`src/hdl/dpmb_pkg.sv`:
```
// ----------------------------------------------------------------------------
// Mailbox and semaphore register block package
// Access kinds, register offsets and byte-lane helpers for the shared
// application/modem register block.
// ----------------------------------------------------------------------------
`timescale 1ns / 1ps

package dpmb_pkg;

  // Bus access kind carried in the request user bits.
  typedef enum logic {
    CMD_READ  = 1'b0,
    CMD_WRITE = 1'b1
  } cmd_e;

  // Register byte offsets.
  localparam logic [7:0] OFF_SEM      = 8'h00;
  localparam logic [7:0] OFF_SEM_B1   = 8'h01;
  localparam logic [7:0] OFF_MBA      = 8'h20;
  localparam logic [7:0] OFF_MBA_B1   = 8'h21;
  localparam logic [7:0] OFF_MBA_B2   = 8'h22;
  localparam logic [7:0] OFF_MBA_B3   = 8'h23;
  localparam logic [7:0] OFF_MBM      = 8'h40;
  localparam logic [7:0] OFF_MBM_B1   = 8'h41;
  localparam logic [7:0] OFF_UNA      = 8'hA0;
  localparam logic [7:0] OFF_UNA_B1   = 8'hA1;
  localparam logic [7:0] OFF_UNM      = 8'hC0;
  localparam logic [7:0] OFF_UNM_B1   = 8'hC1;

  localparam logic [31:0] LOW_BYTE_MASK  = 32'h0000_00FF;
  localparam logic [31:0] HIGH_BYTE_MASK = 32'h0000_FF00;

  // Returns one byte lane of a word, zero-extended.
  function automatic logic [31:0] byte_sel(input logic [31:0] word,
                                           input logic [1:0]  idx);
    logic [31:0] shifted;
    shifted = word >> {idx, 3'b000};
    return shifted & LOW_BYTE_MASK;
  endfunction

endpackage

```
`src/hdl/dual_port_mailbox_semaphore_regs.sv`:
```
// ----------------------------------------------------------------------------
// Dual-port mailbox and semaphore registers
// Pipeline: a request sits in the input register, then decode and update
// load the response register once it is empty or being drained.
// Throughput: one request per cycle while the consumer takes responses;
// nothing in the datapath iterates.
// Reset: rst_ni clears the register state, both pending bits and both
// valids; the request and response payload registers are not reset.
// ----------------------------------------------------------------------------
`timescale 1ns / 1ps

module dual_port_mailbox_semaphore_regs
  import dpmb_pkg::*;
(
  input  logic        clk_i,
  input  logic        rst_ni,
  // Request channel.
  input  logic        s_axis_tvalid,
  output logic        s_axis_tready,
  input  logic [39:0] s_axis_tdata,   // [7:0] reg_offset, [39:8] write_data
  input  logic [1:0]  s_axis_tuser,   // [0] cmd, [1] byte_access
  // Response channel.
  output logic        m_axis_tvalid,
  input  logic        m_axis_tready,
  output logic [39:0] m_axis_tdata,   // [31:0] read_data, [32] app_irq,
                                      // [33] modem_irq, [39:34] zero
  output logic        m_axis_tuser    // [0] bad_offset
);

  // --------------------------------------------------------------------------
  // Input register. It is free to load when empty or when its contents move on
  // into the response register in the same cycle, so requests stream at full rate while responses drain.
  // --------------------------------------------------------------------------
  logic        in_valid_q;
  cmd_e        in_cmd_q;
  logic        in_byte_q;
  logic [7:0]  in_off_q;
  logic [31:0] in_wdata_q;

  logic        out_valid_q;
  logic [31:0] out_rdata_q;
  logic        out_app_irq_q;
  logic        out_modem_irq_q;
  logic        out_bad_q;

  // The request in the input register is processed when the response
  // register is empty or is being drained this cycle.
  logic advance;
  assign advance       = in_valid_q && (!out_valid_q || m_axis_tready);
  assign s_axis_tready = !in_valid_q || advance;

  always_ff @(posedge clk_i or negedge rst_ni) begin
    if (!rst_ni) begin
      in_valid_q <= 1'b0;
    end else if (s_axis_tvalid && s_axis_tready) begin
      in_valid_q <= 1'b1;
    end else if (advance) begin
      in_valid_q <= 1'b0;
    end
  end

  always_ff @(posedge clk_i) begin
    if (s_axis_tvalid && s_axis_tready) begin
      in_cmd_q   <= cmd_e'(s_axis_tuser[0]);
      in_byte_q  <= s_axis_tuser[1];
      in_off_q   <= s_axis_tdata[7:0];
      in_wdata_q <= s_axis_tdata[39:8];
    end
  end

  // --------------------------------------------------------------------------
  // Architectural state.
  // --------------------------------------------------------------------------
  logic [31:0] sem_q, sem_d;
  logic [31:0] mba_q, mba_d;       // mailbox toward the application side
  logic [31:0] mbm_q, mbm_d;       // mailbox toward the modem side
  logic [31:0] una_q, una_d;       // unread word of the application mailbox
  logic [31:0] unm_q, unm_d;       // unread word of the modem mailbox
  logic        app_pend_q, app_pend_d;
  logic        modem_pend_q, modem_pend_d;

  logic        ok;
  logic [31:0] rdata;
  logic [31:0] lo_byte;
  logic [31:0] hi_byte;

  assign lo_byte = in_wdata_q & LOW_BYTE_MASK;
  assign hi_byte = {in_wdata_q[23:0], 8'h00} & HIGH_BYTE_MASK;

  // --------------------------------------------------------------------------
  // Decode and update. A word write to a mailbox, or a byte write to its byte 1,
  // raises the receiver's interrupt; a read of the mailbox word or of its odd
  // bytes acknowledges it. Undefined offsets leave all state alone, read
  // as zero and flag the response.
  // --------------------------------------------------------------------------
  always_comb begin
    sem_d        = sem_q;
    mba_d        = mba_q;
    mbm_d        = mbm_q;
    una_d        = una_q;
    unm_d        = unm_q;
    app_pend_d   = app_pend_q;
    modem_pend_d = modem_pend_q;
    ok           = 1'b1;
    rdata        = '0;

    if (in_cmd_q == CMD_WRITE) begin
      if (!in_byte_q) begin
        case (in_off_q)
          OFF_SEM: sem_d = in_wdata_q;
          OFF_MBA: begin
            mba_d      = in_wdata_q;
            una_d      = 32'd1;
            app_pend_d = 1'b1;
          end
          OFF_MBM: begin
            mbm_d        = in_wdata_q;
            unm_d        = 32'd1;
            modem_pend_d = 1'b1;
          end
          OFF_UNA: una_d = in_wdata_q;
          OFF_UNM: unm_d = in_wdata_q;
          default: ok = 1'b0;
        endcase
      end else begin
        case (in_off_q)
          OFF_SEM: sem_d = lo_byte;
          OFF_MBA: mba_d = lo_byte;
          OFF_MBA_B1: begin
            mba_d      = mba_q | hi_byte;
            una_d      = 32'd1;
            app_pend_d = 1'b1;
          end
          OFF_MBM: mbm_d = lo_byte;
          OFF_MBM_B1: begin
            mbm_d        = mbm_q | hi_byte;
            unm_d        = 32'd1;
            modem_pend_d = 1'b1;
          end
          OFF_UNA:    una_d = lo_byte;
          OFF_UNA_B1: una_d = una_q | hi_byte;
          OFF_UNM:    unm_d = lo_byte;
          OFF_UNM_B1: unm_d = unm_q | hi_byte;
          default:    ok = 1'b0;
        endcase
      end
    end else begin
      if (!in_byte_q) begin
        case (in_off_q)
          OFF_SEM: rdata = sem_q;
          OFF_MBA: begin
            rdata      = mba_q;
            una_d      = '0;
            app_pend_d = 1'b0;
          end
          OFF_MBM: begin
            rdata        = mbm_q;
            unm_d        = '0;
            modem_pend_d = 1'b0;
          end
          OFF_UNA: rdata = una_q;
          OFF_UNM: rdata = unm_q;
          default: ok = 1'b0;
        endcase
      end else begin
        case (in_off_q)
          OFF_SEM, OFF_SEM_B1: rdata = byte_sel(sem_q, in_off_q[1:0]);
          OFF_MBA, OFF_MBA_B2: rdata = byte_sel(mba_q, in_off_q[1:0]);
          OFF_MBA_B1, OFF_MBA_B3: begin
            rdata      = byte_sel(mba_q, in_off_q[1:0]);
            una_d      = '0;
            app_pend_d = 1'b0;
          end
          OFF_MBM: rdata = byte_sel(mbm_q, in_off_q[1:0]);
          OFF_MBM_B1: begin
            rdata        = byte_sel(mbm_q, in_off_q[1:0]);
            unm_d        = '0;
            modem_pend_d = 1'b0;
          end
          OFF_UNA, OFF_UNA_B1: rdata = byte_sel(una_q, in_off_q[1:0]);
          OFF_UNM, OFF_UNM_B1: rdata = byte_sel(unm_q, in_off_q[1:0]);
          default:             ok = 1'b0;
        endcase
      end
    end
  end

  always_ff @(posedge clk_i or negedge rst_ni) begin
    if (!rst_ni) begin
      sem_q        <= '0;
      mba_q        <= '0;
      mbm_q        <= '0;
      una_q        <= '0;
      unm_q        <= '0;
      app_pend_q   <= 1'b0;
      modem_pend_q <= 1'b0;
    end else if (advance) begin
      sem_q        <= sem_d;
      mba_q        <= mba_d;
      mbm_q        <= mbm_d;
      una_q        <= una_d;
      unm_q        <= unm_d;
      app_pend_q   <= app_pend_d;
      modem_pend_q <= modem_pend_d;
    end
  end

  // --------------------------------------------------------------------------
  // Response register. It holds a finished response while the consumer
  // stalls; the interrupt levels it carries are those after the request.
  // --------------------------------------------------------------------------
  always_ff @(posedge clk_i or negedge rst_ni) begin
    if (!rst_ni) begin
      out_valid_q <= 1'b0;
    end else if (advance) begin
      out_valid_q <= 1'b1;
    end else if (m_axis_tready) begin
      out_valid_q <= 1'b0;
    end
  end

  always_ff @(posedge clk_i) begin
    if (advance) begin
      out_rdata_q     <= rdata;
      out_app_irq_q   <= app_pend_d;
      out_modem_irq_q <= modem_pend_d;
      out_bad_q       <= !ok;
    end
  end

  assign m_axis_tvalid = out_valid_q;
  assign m_axis_tdata  = {6'b000000, out_modem_irq_q, out_app_irq_q, out_rdata_q};
  assign m_axis_tuser  = out_bad_q;

  // --------------------------------------------------------------------------
  // Assertions.
  // --------------------------------------------------------------------------
  a_word_write_raises_app: assert property (@(posedge clk_i) disable iff (!rst_ni)
    advance && (in_cmd_q == CMD_WRITE) && !in_byte_q && (in_off_q == OFF_MBA)
    |=> app_pend_q && (una_q == 32'd1))
    else $error("word write to application mailbox did not raise its interrupt");

  a_word_read_clears_modem: assert property (@(posedge clk_i) disable iff (!rst_ni)
    advance && (in_cmd_q == CMD_READ) && !in_byte_q && (in_off_q == OFF_MBM)
    |=> !modem_pend_q && (unm_q == '0) && !out_modem_irq_q)
    else $error("word read of modem mailbox did not acknowledge it");

  a_bad_offset_response: assert property (@(posedge clk_i) disable iff (!rst_ni)
    advance && !ok |=> out_valid_q && out_bad_q && (out_rdata_q == '0))
    else $error("undefined offset did not give a flagged zero response");

  a_bad_offset_no_update: assert property (@(posedge clk_i) disable iff (!rst_ni)
    advance && !ok |=> $stable(sem_q) && $stable(mba_q) && $stable(mbm_q)
                      && $stable(una_q) && $stable(unm_q)
                      && $stable(app_pend_q) && $stable(modem_pend_q))
    else $error("undefined offset changed register state");

endmodule
```
`config.mk`:
```
export PLATFORM = sky130hd
export DESIGN_NAME = dual_port_mailbox_semaphore_regs
export DESIGN_NICKNAME = d
export VERILOG_FILES = /design/src/hdl/dpmb_pkg.sv /design/src/hdl/dual_port_mailbox_semaphore_regs.sv
export SDC_FILE = /design/constraint.sdc
export NUM_CORES = 1
export LEC_CHECK = 0
export BUFFER_PORTS_ARGS = -buffer_cell sky130_fd_sc_hd__buf_2
export CAP_MARGIN = 20
export CORE_MARGIN = 2
export CORE_UTILIZATION = 60
export DETAILED_ROUTE_END_ITERATION = 7
export PLACE_DENSITY = 0.8
export SYNTH_ARGS = -nofsm -noshare
export SYNTH_HDL_FRONTEND = slang
export SYNTH_SLANG_ARGS = --single-unit
```
`constraint.sdc`:
```
create_clock -name clk_i -period 5.05 [get_ports clk_i]
set_input_delay 0 -clock clk_i [delete_from_list [all_inputs] [get_ports clk_i]]
set_output_delay 0 -clock clk_i [all_outputs]
set_load 0.02 [all_outputs]
```
; Word-level counts from Yosys, hierarchy flattened
; Cells that the tools add are included.
[word_totals]
ff_bits = 241
in_bits = 46
output_inout_bits = 43
wordCells = 123
[classes]
eq_ne = 15
shift = 5
n_mux = 50
n_bitwise = 4
n_reduce_logical = 32
[ops]
columns = op, n
row1 = 2-to-1 mux 32 bit, 18
row2 = one-hot mux 32 bit (2 select lines), 4
row3 = one-hot mux 32 bit (3 select lines), 2
row4 = one-hot mux 32 bit (5 select lines), 1
row5 = right shift 32 x 5 -> 8 bit, 5
row6 = OR 32 x 16 -> 32 bit, 4
row7 = one-hot mux 8 bit (5 select lines), 1
row8 = == test 8 x 6 -> 1 bit (second input constant), 4
row9 = == test 8 bit (second input constant), 4
row10 = 2-to-1 mux 1 bit, 24
row11 = == test 8 x 7 -> 1 bit (second input constant), 2
row12 = nonzero test 2 bit, 6
row13 = nonzero test 3 bit, 4
row14 = OR reduction 12 bit, 1
row15 = AND reduction 5 bit, 2
row16 = OR reduction 2 bit, 5
row17 = OR reduction 9 bit, 1
row18 = == test 8 x 1 -> 1 bit (second input constant), 1
row19 = logical NOT 8 bit, 1
row20 = AND reduction 4 bit, 2
row21 = inequality test 3 x 2 -> 1 bit (second input constant), 2
row22 = inequality test 5 x 2 -> 1 bit (second input constant), 1
row23 = OR reduction 5 bit, 1
row24 = inequality test 4 x 1 -> 1 bit (second input constant), 1
row25 = 5 further kinds, 9

; Depth between registers and ports, before layout
; Gate-level depths: netlist of the first run.
[logic_depth]
ltp_word = 6
ltp_mapped = 10

; Worst setup path before layout of the first run
; Ideal clock, no wire load.
[synth_path]
path_type = reg2reg
from = register out_valid_q (netlist: m_axis_tvalid)
to = register unm_q[21]
setup_time_ps = 140
arrival_time_ps = 2527
required_ps = 4910
path_slack_ps = 2383
stages_incl_launch_ff = 10
n_path_buf = 2
path_cell_list = dfrtp_1 > nand2b_1 > nand2_1 > inv_1 > o311ai_4 > a31o_1 > buf_2 > buf_2 > nand2_1 > o31ai_2
[synth_via]
elab_chain_len = 4
[synth_lines]
columns = item, line
row1 = start: declaration, dual_port_mailbox_semaphore_regs.sv:40  ; logic out_valid_q;
row2 = start signal: assignment, dual_port_mailbox_semaphore_regs.sv:214  ; out_valid_q <= 1'b0;
row3 = start signal: assignment, dual_port_mailbox_semaphore_regs.sv:216  ; out_valid_q <= 1'b1;
row4 = start signal: assignment, dual_port_mailbox_semaphore_regs.sv:218  ; out_valid_q <= 1'b0;
row5 = logical NOT 1 bit, dual_port_mailbox_semaphore_regs.sv:49  ; assign advance = in_valid_q && (!out_valid_q || m_axis_tready);
row6 = logical OR 1 bit, dual_port_mailbox_semaphore_regs.sv:49
row7 = logical AND 1 bit, dual_port_mailbox_semaphore_regs.sv:49
row8 = net advance, dual_port_mailbox_semaphore_regs.sv:48  ; logic advance;
row9 = AND reduction 5 bit (no source line), --
row10 = end signal: assignment, dual_port_mailbox_semaphore_regs.sv:202  ; unm_q <= unm_d;
row11 = end: declaration, dual_port_mailbox_semaphore_regs.sv:78  ; logic [31:0] unm_q, unm_d;
; The timed path passes the listed nets, and every way through them passes these cells.
; A chain may end at the register's enable or synchronous reset.

; Worst setup path in the final report of the first run
[layout_path]
from = register in_off_q[7]
to = register unm_q[21]
[layout_via]
elab_chain_len = 4
[layout_lines]
columns = item, line
row1 = start: declaration, dual_port_mailbox_semaphore_regs.sv:37  ; logic [7:0] in_off_q;
row2 = start signal: assignment, dual_port_mailbox_semaphore_regs.sv:66  ; in_off_q <= s_axis_tdata[7:0];
row3 = == test 8 bit (tied with other cells), dual_port_mailbox_semaphore_regs.sv:126  ; case (in_off_q)
row4 = one-hot mux 32 bit (3 select lines) / one-hot mux 32 bit (2 select lines) (equally long branches), "dual_port_mailbox_semaphore_regs.sv:126, dual_port_mailbox_semaphore_regs.sv:109"
row5 = 2-to-1 mux 32 bit, dual_port_mailbox_semaphore_regs.sv:108  ; if (!in_byte_q) begin
row6 = 2-to-1 mux 32 bit, dual_port_mailbox_semaphore_regs.sv:107  ; if (in_cmd_q == CMD_WRITE) begin
; Parallel ways exist; a longest one is shown, timed or not.

==> run summary, run 1 <==
The run finished, with violations left. The checks that failed: design-rule violations. The die area was 20720 sq um. The tools report the buffer cell driving the clock tree root as clkbuf_16. In this run the worst path has a maximum fanout of 32. The run gives 54.59% as the part of the Yosys area used for sequential elements. Before antenna repair, the detailed router went through 8 iterations. The tools report the via count of the first global-routing pass as 9883.

The proportion of synthesized flip-flops having asynchronous set or reset came out at 68.05%. Detailed routing inserted a total of 10.23k vias. The number of library cell types mapped by synthesis came out at 58. The area growth from synthesis to final layout works out to 15.84%. The repair_antennas step left the layout with diodes totalling 0. The critical path in this run is classified as reg -> reg. The routed design has 35.40 mm of wire. The logs give 25 for the total CTS buffers and 3 for the maximum buffer depth of the clock tree. The worst path buffer plus inverter count was 3; the count of buffers added by post-CTS timing repair for setup was 0.

The logs give 241 for the total clock sinks and 19330 sq um for the area of the core. The maximum clock skew at final layout came out at 6.496 ps. Counting cells, the worst reg-to-reg path comes to 9. The HPWL after detailed placement is 21.25 mm. After the last flow step, the layout net total stands at 1288.

Leaving out fill and tap cells, the most frequent cell in the layout is nand2_1. TritonCTS built the clock tree. The most common flop cell mapped by yosys was dfrtp_1. The final critical-path required period works out to 3368 ps.

Counting every instance in the synthesized netlist gives 1151. Sorting the synthesized cells by area gives the leading types as dfrtp_1 (35%), edfxtp_1 (20%), nand2_1 (7.2%), a22oi_1 (4.5%), mux2_2 (4.5%). Using the TritonRoute via totals, the vias-per-cell ratio works out to 6.702.

The logs give 5480 ps for the critical path required time and 0 for the count of cells resized by post-cts repair. The launching element type of the critical path was a register. The synthesized design devotes to its leading area cell type 34.92% of total area. For this configuration, the core starts out at a cell density of 60.79%. The total standard cell area after synthesis was 11750 sq um; the number of cells in the design after placement was 1433. For the worst setup path, the data arrival time is 3800 ps. In the final layout, the multi-input gates occupy 4926 sq um. Setup repair after global routing left no endpoint under its margin. The number of antenna-violating nets in the routed design was 0; the maximum number of pins on one net before global-route repair was 106. Synthesis inferred 241 register bits. The areal power density over the cells is 322.3 nW/um^2. Across the run, the number of max-cap violations was 0. At the end of routability-driven placement, the weighted congestion stood at 0.9874. The count of input and output buffers was 82; the final-layout fill cell count was 1418. At the later pin of the worst-skew pair, clock insertion delay measures 540 ps. The worst setup path is captured at a register. After detailed routing, the number of remaining DRC violations is 3. After layout, the worst path uses 66.69% of the clock period.

dfrtp_1 takes more of the synthesized area than any other cell. In this run the vertical extent of the chip is 144.0 um. The final instance count without filler cells was 1526. The total overflow left after global routing is 0.

The min-delay analysis places its worst path in the category in -> async. Yosys mapped a number of flops with a built-in enable equal to 77. In the final layout, flip-flops and latches occupy 6416 sq um. For the timing-limited maximum frequency, the log shows 296.9 MHz.

By instance count, the cell type seen most on the critical path is buf_4. The startpoint identified for the worst register-to-register timing path is in_off_q[7]. Number of antenna violations at the first check in global routing: 0.

The number of buffers inserted for hold repair after clock tree synthesis was 46. For the final routed database, the setup TNS stands at 0 ps. In this run the mean area of a mapped cell was 10.21 sq um. Cells fill 70.42% of the core in the end. The H-tree depth reported by CTS was 1.

In the layout the commonest cells are nand2_1 (226), dfrtp_1 (164), o21ai_0 (95). Hold violation count in the final report: 0. The clock edge transition at the registers on the reported setup and hold paths came out at 60 ps.

For this design, the slowest cell found on the critical path is a31o_2. The first global-routing pass estimated 54.92 mm of wire. The worst register-to-register path ends at unm_q[21]. The number of pins with negative max-slew slack in the final report is 0. At the pin with the least slew margin, the transition time is 997.2 ps.

The die is 144.0 um wide. For this run, the total global-route usage over all layers was measured as 34.78%. The run gives 33.52% as the normalized max-slew margin. The critical path goes through buf_4 > nor4bb_1 > buf_4 > and3_1 > o311ai_4 > a31o_2 > buf_4 > nand2_1 > o31ai_2. The detailed router finished its first iteration with 1659 violations. The number of ports placed on the die boundary is 89. Average routed wire per standard cell: 23.20 um. For this run, the slowest stage of the critical path takes 640 ps.

Top cell family by delay on the critical path: compound AO/OA/AOI/OAI gates. The ratio of cells with drive above 1 in the final layout is 19.03%, and the maximum ir drop on the vdd rail is 294.7 uV. Setup violations remaining at the end of the flow were counted as 0. During synthesis, Yosys emitted a total of 0 warnings. The tools report the static leakage power as 5.409 nW.

After floorplanning, the core was divided into 51 placement rows. The tools report the internal reg-to-reg setup slack as 1680 ps.
[metal layers]
metal / vias to the layer above / global-route usage (%) / wire (um)
met4: 0 / 16.00 / 1673
li1: 4420 / - / -
met2: 823 / 51.55 / 15590
met5: - / 0 / 0
met1: 4818 / 48.93 / 13870
met3: 166 / 8.064 / 4262
[how the worst max path moves through the flow]
stage                             start         to  slack (ps)  cells after the start
after CTS                   in_off_q[7]  unm_q[21]        1800                      9
final                       in_off_q[7]  unm_q[21]        1680                      9
after global routing        in_off_q[7]  unm_q[21]        1580                      9
after floorplan           m_axis_tvalid  unm_q[21]        2380                      9
after global placement      in_off_q[7]  unm_q[28]        1880                      9
after detailed placement    in_off_q[7]   unm_q[2]        1830                      8
[kinds of logic after synthesis]
| group | share of synthesized area [%] |
|---|---|
| other | 0.03190 |
| flip-flops | 54.59 |
| XOR/XNOR | 0.07453 |
| buffers and inverters | 3.907 |
| multiplexers | 6.291 |
| AO/OA/AOI/OAI | 21.22 |
| AND/OR/NAND/NOR | 13.89 |
[cell type report]
| type | instances | share of cell area [%] |
|---|---|---|
| Multi-Input combinational cell | 810 | 36.18 |
| Tap cell | 265 | 2.435 |
| Timing Repair Buffer | 158 | 8.243 |
| Inverter | 6 | 0.1654 |
| Clock buffer | 32 | 4.788 |
| Sequential cell | 241 | 47.12 |
| Clock inverter | 14 | 1.066 |
[registers in the layout (all words and copies together) (netlist names)]
register         count
out_rdata_q         32
modem_pend_q         1
in_wdata_q          32
mbm_q               32
out_modem_irq_q      1
una_q               32
app_pend_q           1
m_axis_tvalid        1
sem_q               32
unm_q               32
out_app_irq_q        1
in_valid_q           1
in_off_q             8
mba_q               32
m_axis_tuser         1
in_byte_q            1
in_cmd_q             1
[synthesized netlist by cell type, types with 5 or more instances]
| library cell | count |
|---|---|
| nand3_1 | 17 |
| nand2b_1 | 5 |
| nor2b_1 | 14 |
| mux2_2 | 47 |
| a22oi_1 | 71 |
| a22o_1 | 9 |
| buf_2 | 16 |
| edfxtp_1 | 77 |
| dfrtp_1 | 164 |
| buf_1 | 6 |
| or2_2 | 20 |
| o31ai_1 | 23 |
| buf_4 | 8 |
| o32ai_1 | 7 |
| nor2_1 | 57 |
| nand2_1 | 226 |
| a32o_1 | 7 |
| clkbuf_1 | 67 |
| o221ai_1 | 7 |
| inv_1 | 6 |
| o31ai_2 | 12 |
| mux2i_1 | 21 |
| a21oi_1 | 66 |
| o21ai_0 | 95 |
| a222oi_1 | 22 |
| o22ai_1 | 5 |
| a31oi_1 | 24 |
[per-stage QoR]
step | hold slack, ps | total power [mW] | setup WS, ps | instance area, sq um
finish | 140.9 | 4.388 | 1682 | 13620
CTS | 155.0 | 4.383 | 1802 | 13590
global route | 168.5 | 4.507 | 1579 | 13620
detailed placement | 178.1 | 2.558 | 1829 | 12330
global placement | 176.7 | 2.548 | 1881 | 12330
floorplan | -295.6 | 2.411 | 2383 | 11770
[power by group]
group | switching [mW] | internal [mW]
logic | 0.238 | 0.134
clock network | 0.760 | 1.06
registers | 0.0803 | 2.11
Power figures use the tool's default switching activity.
==> run 2: changes to the inputs <==
Clock period 5.05 ns to 3.2 ns, I/O delays scaled along.
==> run summary, run 2 (same netlist as run 1, synthesis figures left out) <==
The clock edge transition at the registers on the reported setup and hold paths is 60 ps (about the same). The area of the core came out at 19330 sq um (unchanged). The buffer cell driving the clock tree root is clkbuf_16.

The total vias in the final route was 10.29k (+0.64%); the total cell area at the placement stage was 12560 sq um (+1.9%). The highest cell delay on the worst timing path was 630 ps (about the same); the die area was 20720 sq um (unchanged). Final worst hold slack: 102.7 ps (-38.23 ps).

The maximum ir drop on the vdd rail is 430.4 uV (+46%), and the normalized max-slew margin is 43.82% (+10 points). The logs give 241 (unchanged) for the total clock sinks and 1458 (+1.7%) for the number of cells in the design after placement. The detailed placer's ending HPWL was 22.07 mm (+3.9%). The overall power after layout was 7.003 mW (+60%). The timing-limited maximum frequency came out at 345.9 MHz (+16%).

The summed area of non-filler cells in the final layout was 13860 sq um (+1.8%). In the layout the commonest cells are nand2_1 (226), dfrtp_1 (164), o21ai_0 (95). The tools report the number of nets at the end of the flow as 1313 (+1.9%). The H-tree depth reported by CTS was 1 (unchanged).

The average routed wire per standard cell is 22.70 um (-2.1%), and the final critical-path required period is 2891 ps (-476.5 ps). The tools report the total CTS buffers as 26 (+4.0%). STA classifies the critical path startpoint as a register. For the utilization after layout, the log shows 71.66% (+1.2 points). The average via count per standard cell is 6.636 (-0.99%), and the final setup violation count is 0 (unchanged). The run gives 9938 (+0.56%) as the via count of the first global-routing pass. The cell internal power dissipation was 5.248 mW (+59%); the total track usage was 34.54% (-0.24 points). The run finished, with violations left.

Leaving out fill and tap cells, the most frequent cell in the layout is nand2_1. For the maximum buffer depth of the clock tree, the log shows 3 (unchanged). The peak fanout along the critical path was 22 (-31%); the routed wire length was 35.21 mm (-0.54%). The tools report the portion of total power attributed to sequential cells as 49.3% (-0.7 points). For the maximum clock skew at final layout, the log shows 20.53 ps (+14.03 ps).

The signal arrival time at the worst endpoint came out at 3330 ps (-470 ps). The logs give 88 (-17%) for the maximum number of pins on one net before global-route repair and 54.70 mm (-0.40%) for the wire length of the first global-routing pass. Start-to-end type of the worst setup path: reg -> reg. The number of antenna violations at the first check in global routing came out at 0 (unchanged). The ratio of cells with drive above 1 in the final layout was 20.84% (+1.8 points). The signal on the critical path passes through or3b_2 > o31ai_2 > o311ai_4 > a31o_2 > buf_4 > o31ai_2. Relative to the synthesized area, the layout overhead comes to 17.88%. The worst path buffer plus inverter count was 1 (-2).

Among all stages on the critical path, the largest delay is contributed by or3b_2. The number of pins with negative max-slew slack in the final report was 0 (unchanged); the worst-case setup slack after placement was 359.2 ps (-1470 ps). The run gives 0.9218 (-6.6%) as the final weighted congestion of routability-driven global placement. The initial standard-cell utilization of the core came out at 60.79% (unchanged). The x dimension of the die came out at 144.0 um (unchanged). The run gives 8.6% (about the same) as the share of power burned in combinational logic. TritonCTS built the clock tree. The path class of the tightest hold or removal check is in -> async. Number of antenna-violating nets in the routed design: 0 (unchanged). The iteration count of the initial detailed-routing pass was 8 (unchanged). Most numerous cell on the critical path: o31ai_2. The total net switching power is 1.755 mW (+63%), and the number of remaining DRC errors is 8 (+5). The transition time of the tightest slew-check pin was 842.7 ps (-154.4 ps); the hold violation count in the final report was 0 (unchanged). For the final instance count without filler cells, the log shows 1551 (+1.6%). The logs give 0 (unchanged) for the count of inserted antenna diode cells and 89 (unchanged) for the number of ports placed on the die boundary. The violation count after the first detailed-route iteration was 1561 (-5.9%); the count of max-cap constraint violations was 0 (unchanged).

The areal power density over the cells came out at 505.4 nW/um^2 (+57%). For the final critical-path setup slack, the log shows 308.9 ps (-1373 ps). The later-pin clock latency in the skew report was 550 ps (about the same). Critical path required time: 3640 ps (-1840 ps). The tools report the final global-route overflow total as 0 (unchanged).

The proportion of power drawn by the clock network is 42.1% (+0.5 points), and the count of input and output buffers is 82 (unchanged). On the critical path the largest part of the delay comes from compound AO/OA/AOI/OAI gates. The count of standard-cell rows was 51 (unchanged). The tools report the critical path capture point type as a register. Switching share of power: 25.06% (+0.46 points). Setup repair after global routing left no endpoint under its margin.

The final critical-path share of the clock period was 90.35% (+24 points); the static leakage power was 5.572 nW (+3.0%). The checks that failed: design-rule violations. The setup TNS was 0 ps (unchanged). The floorplan die height is 144.0 um (unchanged).
[run 2: cell count changes in the layout (fill, tap and decap cells not counted), moves of 2 or more]
| cell | previous run | this run |
|---|---|---|
| buf_12 | 0 | 4 |
| clkbuf_1 | 7 | 2 |
| buf_4 | 29 | 50 |
| clkbuf_16 | 25 | 27 |
| clkinv_2 | 4 | 8 |
[run 2: worst reg2reg max path: cells and delay by family (launching register included)]
kind / cells / cell delay, ps
and+or+nand+nor: 1 / 640
AOI/OAI and AO/OA: 4 / 1320
buffers and inverters: 1 / 270
DFF: 1 / 570
[run 2: power groups by stage]
stage          combinational, mW  sequential (mW)  clock [mW]
4_1_cts                    0.595             3.44        2.97
5_1_grt                    0.652             3.46        3.10
2_1_floorplan              0.314             3.49           0
3_3_place_gp               0.536             3.49           0
6_report                   0.604             3.45        2.95
3_5_place_dp               0.549             3.50           0
[run 2: what timing repair did]
action / CTS / global route
hold buffers: 46 / 0
gates resized for setup: 0 / 0
endpoints found under the hold margin: 129 / 0
buffers inserted: 0 / 0
[run 2: worst paths after layout]
check,depth (start not counted),endpoint,start,slack (ps)
min in group clk_i,2,in_wdata_q[4],s_axis_tdata[12],150
min reg2reg,2,unm_q[17],unm_q[17],500
max reg2reg,6,unm_q[22],in_off_q[5],310
min,2,in_valid_q,rst_ni,100
max in group asynchronous,3,mbm_q[20],rst_ni,2260
max,6,unm_q[22],in_off_q[5],310
[run 2: metal layers]
layer	wire (um)	track usage, %	vias to the layer above
li1	-	-	4472
met1	13520	47.72	4889
met2	15760	52.93	764
met3	4158	6.531	167
met4	1763	16.62	0
met5	0	0	-
[run 2: final cells by class]
| type | count | area (sq um) |
|---|---|---|
| Clock buffer | 29 | 683.2 |
| Clock inverter | 18 | 150.1 |
| Fill cell | 1384 | 5479 |
| Inverter | 6 | 22.52 |
| Multi-Input combinational cell | 810 | 4920 |
| Sequential cell | 241 | 6416 |
| Tap cell | 265 | 331.6 |
| Timing Repair Buffer | 182 | 1333 |
==> run 3: changes to the inputs <==
Settings changed: ABC_AREA from default to 1.
==> run summary, run 3 <==
The final critical-path share of the clock period was 86.79% (-3.6 points). Final critical-path required period: 2777 ps (-113.8 ps). The maximum buffer depth of the clock tree came out at 3 (unchanged). Maximum clock skew at final layout: 19.45 ps (-1.084 ps).

The final critical-path setup slack came out at 422.7 ps (+113.8 ps). The count of standard-cell rows is 51 (unchanged). The transition time of the tightest slew-check pin was 1016 ps (+173.6 ps). The ratio of cells with drive above 1 in the final layout works out to 13.47% (-7.4 points). Worst-case setup slack after placement: 555.9 ps (+196.8 ps). The most common flop cell mapped by yosys is dfrtp_1.

The normalized max-slew margin is 31.83% (-12 points), and the summed area of non-filler cells in the final layout is 13940 sq um (+0.60%). The count of buffers added by post-CTS timing repair for setup is 0 (unchanged), and the final instance count without filler cells is 1787 (+15%). For the met1 track demand over resource in global routing, the log shows 49.44% (+1.7 points). The routed wire length was 36.71 mm (+4.3%). The tools report the buffer cell driving the clock tree root as clkbuf_16.

In this run the worst hold path is classified as in -> async. For the total clock sinks, the log shows 241 (unchanged). The total track usage is 34.97% (+0.43 points), and the average routed wire per standard cell is 20.54 um (-9.5%). The tools report the final-layout fill cell count as 1478 (+6.8%). The global routing usage on met2 was 52.94% (about the same). Count of inserted antenna diode cells: 0 (unchanged). For the final setup violation count, the log shows 0 (unchanged). The top cell family by delay on the critical path was simple AND/OR/NAND/NOR gates. The tools report the signal arrival time at the worst endpoint as 3200 ps (-130 ps).

Cell at the slowest stage of the critical path: edfxtp_1. The run gives 48.6% (-0.7 points) as the portion of total power attributed to sequential cells. The maximum number of pins on one net before global-route repair is 88 (unchanged). The fraction of synthesized cell area taken by the top area cell type was 34.13% (-0.78 points); the clock edge transition at the registers on the reported setup and hold paths was 70 ps (about the same). H-tree depth reported by CTS: 1 (unchanged). The via count of the first global-routing pass is 10.71k (+7.8%). Sorting the synthesized cells by area gives the leading types as dfrtp_1 (34%), edfxtp_1 (19%), nand2_1 (11%), o21ai_0 (7.8%), inv_1 (3.9%).

The run gives 1443 (-7.6%) as the violation count after the first detailed-route iteration. The count of max-cap constraint violations is 0 (unchanged), and the number of nets at the end of the flow is 1548 (+18%). In the layout the commonest cells are nand2_1 (357), o21ai_0 (188), dfrtp_1 (164).

The overall power after layout was 7.167 mW (+2.3%). Most common cell after layout, fill and taps aside: nand2_1. The count of input and output buffers is 82 (unchanged). The share of power burned in combinational logic is 10.3% (+1.7 points), and the total CTS buffers is 26 (unchanged).

The peak fanout along the critical path was 30 (+36%); the number of cells in the design after placement was 1692 (+16%). The cell internal power dissipation was 5.294 mW (+0.87%). The startpoint identified for the worst register-to-register timing path is in_off_q[2]. The tools report the launching element type of the critical path as a register. Proportion of power drawn by the clock network: 41.1% (-1.0 points).

TritonCTS built the clock tree. The logs give 53.36% (-1.2 points) for the part of the Yosys area used for sequential elements and 0 (unchanged) for the Yosys warning count. The tools report the total net switching power as 1.873 mW (+6.7%). By instance count, the leading cell after synthesis is nand2_1. The average via count per standard cell was 6.116 (-7.8%).

The detailed placer's ending HPWL was 23.46 mm (+6.3%); the area of the core was 19590 sq um (+1.3%). The critical path required time is 3620 ps (-20 ps), and the later-pin clock latency in the skew report is 550 ps (about the same). The logs give 6.081 nW (+9.1%) for the static leakage power and 0 ps (unchanged) for the setup TNS. Final worst hold slack: 108.8 ps (+6.094 ps). The worst path buffer plus inverter count was 3 (+2). The maximum ir drop on the vdd rail was 473.3 uV (+10%); the area growth from synthesis to final layout was 15.92%. The highest cell delay on the worst timing path is 420 ps (-210 ps).

The number of remaining DRC errors is 0 (-8). The tools report the final weighted congestion of routability-driven global placement as 0.9611 (+4.3%). The switching share of power came out at 26.13% (+1.1 points). In this run the critical register-to-register path is captured at out_rdata_q[4].

Start-to-end type of the worst setup path: reg -> reg. The count of cells resized by post-cts repair was 0 (unchanged). The number of antenna-violating nets in the routed design came out at 0 (unchanged).

In the synthesized netlist, the cells that appear most often are nand2_1 (358), o21ai_0 (188), dfrtp_1 (164). The floorplan die height came out at 145.6 um (+1.1%). The initial standard-cell utilization of the core was 61.38% (+0.59 points); the proportion of synthesized flip-flops having asynchronous set or reset was 68.05% (unchanged).

The global routing met3 resource utilization is 9.718% (+3.2 points). The critical path capture point type is a register. The areal power density over the cells is 514.2 nW/um^2 (+1.7%).

The timing-limited maximum frequency was 360.1 MHz (+4.1%); the x dimension of the die was 145.6 um (+1.1%). The total cell area at the placement stage is 12650 sq um (+0.69%). The number of flops mapped to enable cells by yosys was 77 (unchanged). The worst reg-to-reg path cell count is 12 (+6), and the hold violation count in the final report is 0 (unchanged). Setup repair after global routing left no endpoint under its margin. The wire length of the first global-routing pass is 58.66 mm (+7.3%).

The signal on the critical path passes through nor2_2 > nand3_1 > inv_1 > buf_4 > a21oi_1 > nand4_1 > nand2_1 > inv_1 > nand2_1 > nor2_1 > nand2_1 > nand2_1. The final global-route overflow total is 0 (unchanged). Startpoint of the worst setup timing path: in_off_q[2]. The run finished with clean final reports.

The run gives 89 (unchanged) as the number of ports placed on the die boundary. The library cell with the largest summed area after synthesis was dfrtp_1. The average footprint of a synthesized cell was 8.650 sq um (-15%). The tools report the number of instances in the synthesized netlist as 1390 (+21%).

The logs give 7 (-1) for the iteration count of the initial detailed-routing pass and 71.15% (-0.51 points) for the utilization after layout. The logs give 0 (unchanged) for the number of antenna violations at the first check in global routing and 420 ps (+110 ps) for the internal reg-to-reg setup slack. The tools report the total standard cell area after synthesis as 12020 sq um (+2.3%).

The die area was 21190 sq um (+2.2%); the number of library cell types mapped by synthesis was 49 (-16%). The number of pins with negative max-slew slack in the final report was 0 (unchanged). The most crowded layer after global routing was met2. Number of flip-flops and latches in the synthesized netlist: 241 (unchanged). The tools report the total vias in the final route as 10.93k (+6.2%).

The most numerous cell type found on the critical path is nand2_1.
## run 3: cell count changes after synthesis, moves of 22 or more
cell      before  now
nand4_1        1   38
nand2_1      226  358
clkbuf_1      67   41
o21ai_0       95  188
o21ai_1        4   41
a222oi_1      22    0
inv_1          6  125
a22oi_1       71    2
mux2_2        47    6
nand3_1       17   77
a31oi_1       24    0
## run 3: worst reg2reg max path: cells and delay by family (launching register included)
family          cells  cell delay (ps)
compound gates      1              220
buf+inv             3              830
simple gates        8             1160
flops               1              420
## run 3: logic make-up (layout without fill, tap and decap cells)
group | Yosys count | in the layout | synth area share [%]
compound gates | 356 | 356 | 16.87
mux | 13 | 13 | 1.145
buf+inv | 217 | 344 | 7.960
other cells | 1 | 6 | 0.03119
flops | 241 | 241 | 53.36
simple gates | 562 | 562 | 20.63
## run 3: power by group through the flow
stage / clock [mW] / combinational (mW) / sequential, mW
2_1_floorplan: 0 / 0.365 / 3.56
3_3_place_gp: 0 / 0.652 / 3.53
3_5_place_dp: 0 / 0.665 / 3.53
4_1_cts: 2.94 / 0.720 / 3.48
5_1_grt: 3.07 / 0.801 / 3.50
6_report: 2.95 / 0.736 / 3.49
## run 3: what timing repair did
item                       4_1_cts  5_1_grt
setup endpoints to repair        0        0
hold endpoints to repair       128        0
hold buffers                    47        0
## run 3: worst max-delay path by stage
stage | to | slack (ps) | depth (start not counted)
after floorplan | in_byte_q | 1150 | 3
after CTS | out_rdata_q[4] | 540 | 14
after detailed placement | out_rdata_q[4] | 560 | 12
after global routing | out_rdata_q[3] | 290 | 12
final | out_rdata_q[4] | 420 | 12
after global placement | out_rdata_q[4] | 580 | 12
## run 3: layer usage
| layer | up-vias | routed length, um |
|---|---|---|
| met5 | - | 0 |
| li1 | 4934 | - |
| met3 | 127 | 4813 |
| met1 | 5112 | 14580 |
| met2 | 756 | 16110 |
| met4 | 0 | 1210 |
## run 3: area by class of cell
class,instances,area (sq um),share of cell area (%)
tap,265,331.6,2.379
inverter,131,499.2,3.582
timing repair buffer,165,1195,8.573
clock buffer,35,705.7,5.063
clock inverter,13,113.9,0.8169
multi-input combinational,937,4677,33.55
sequential,241,6416,46.03
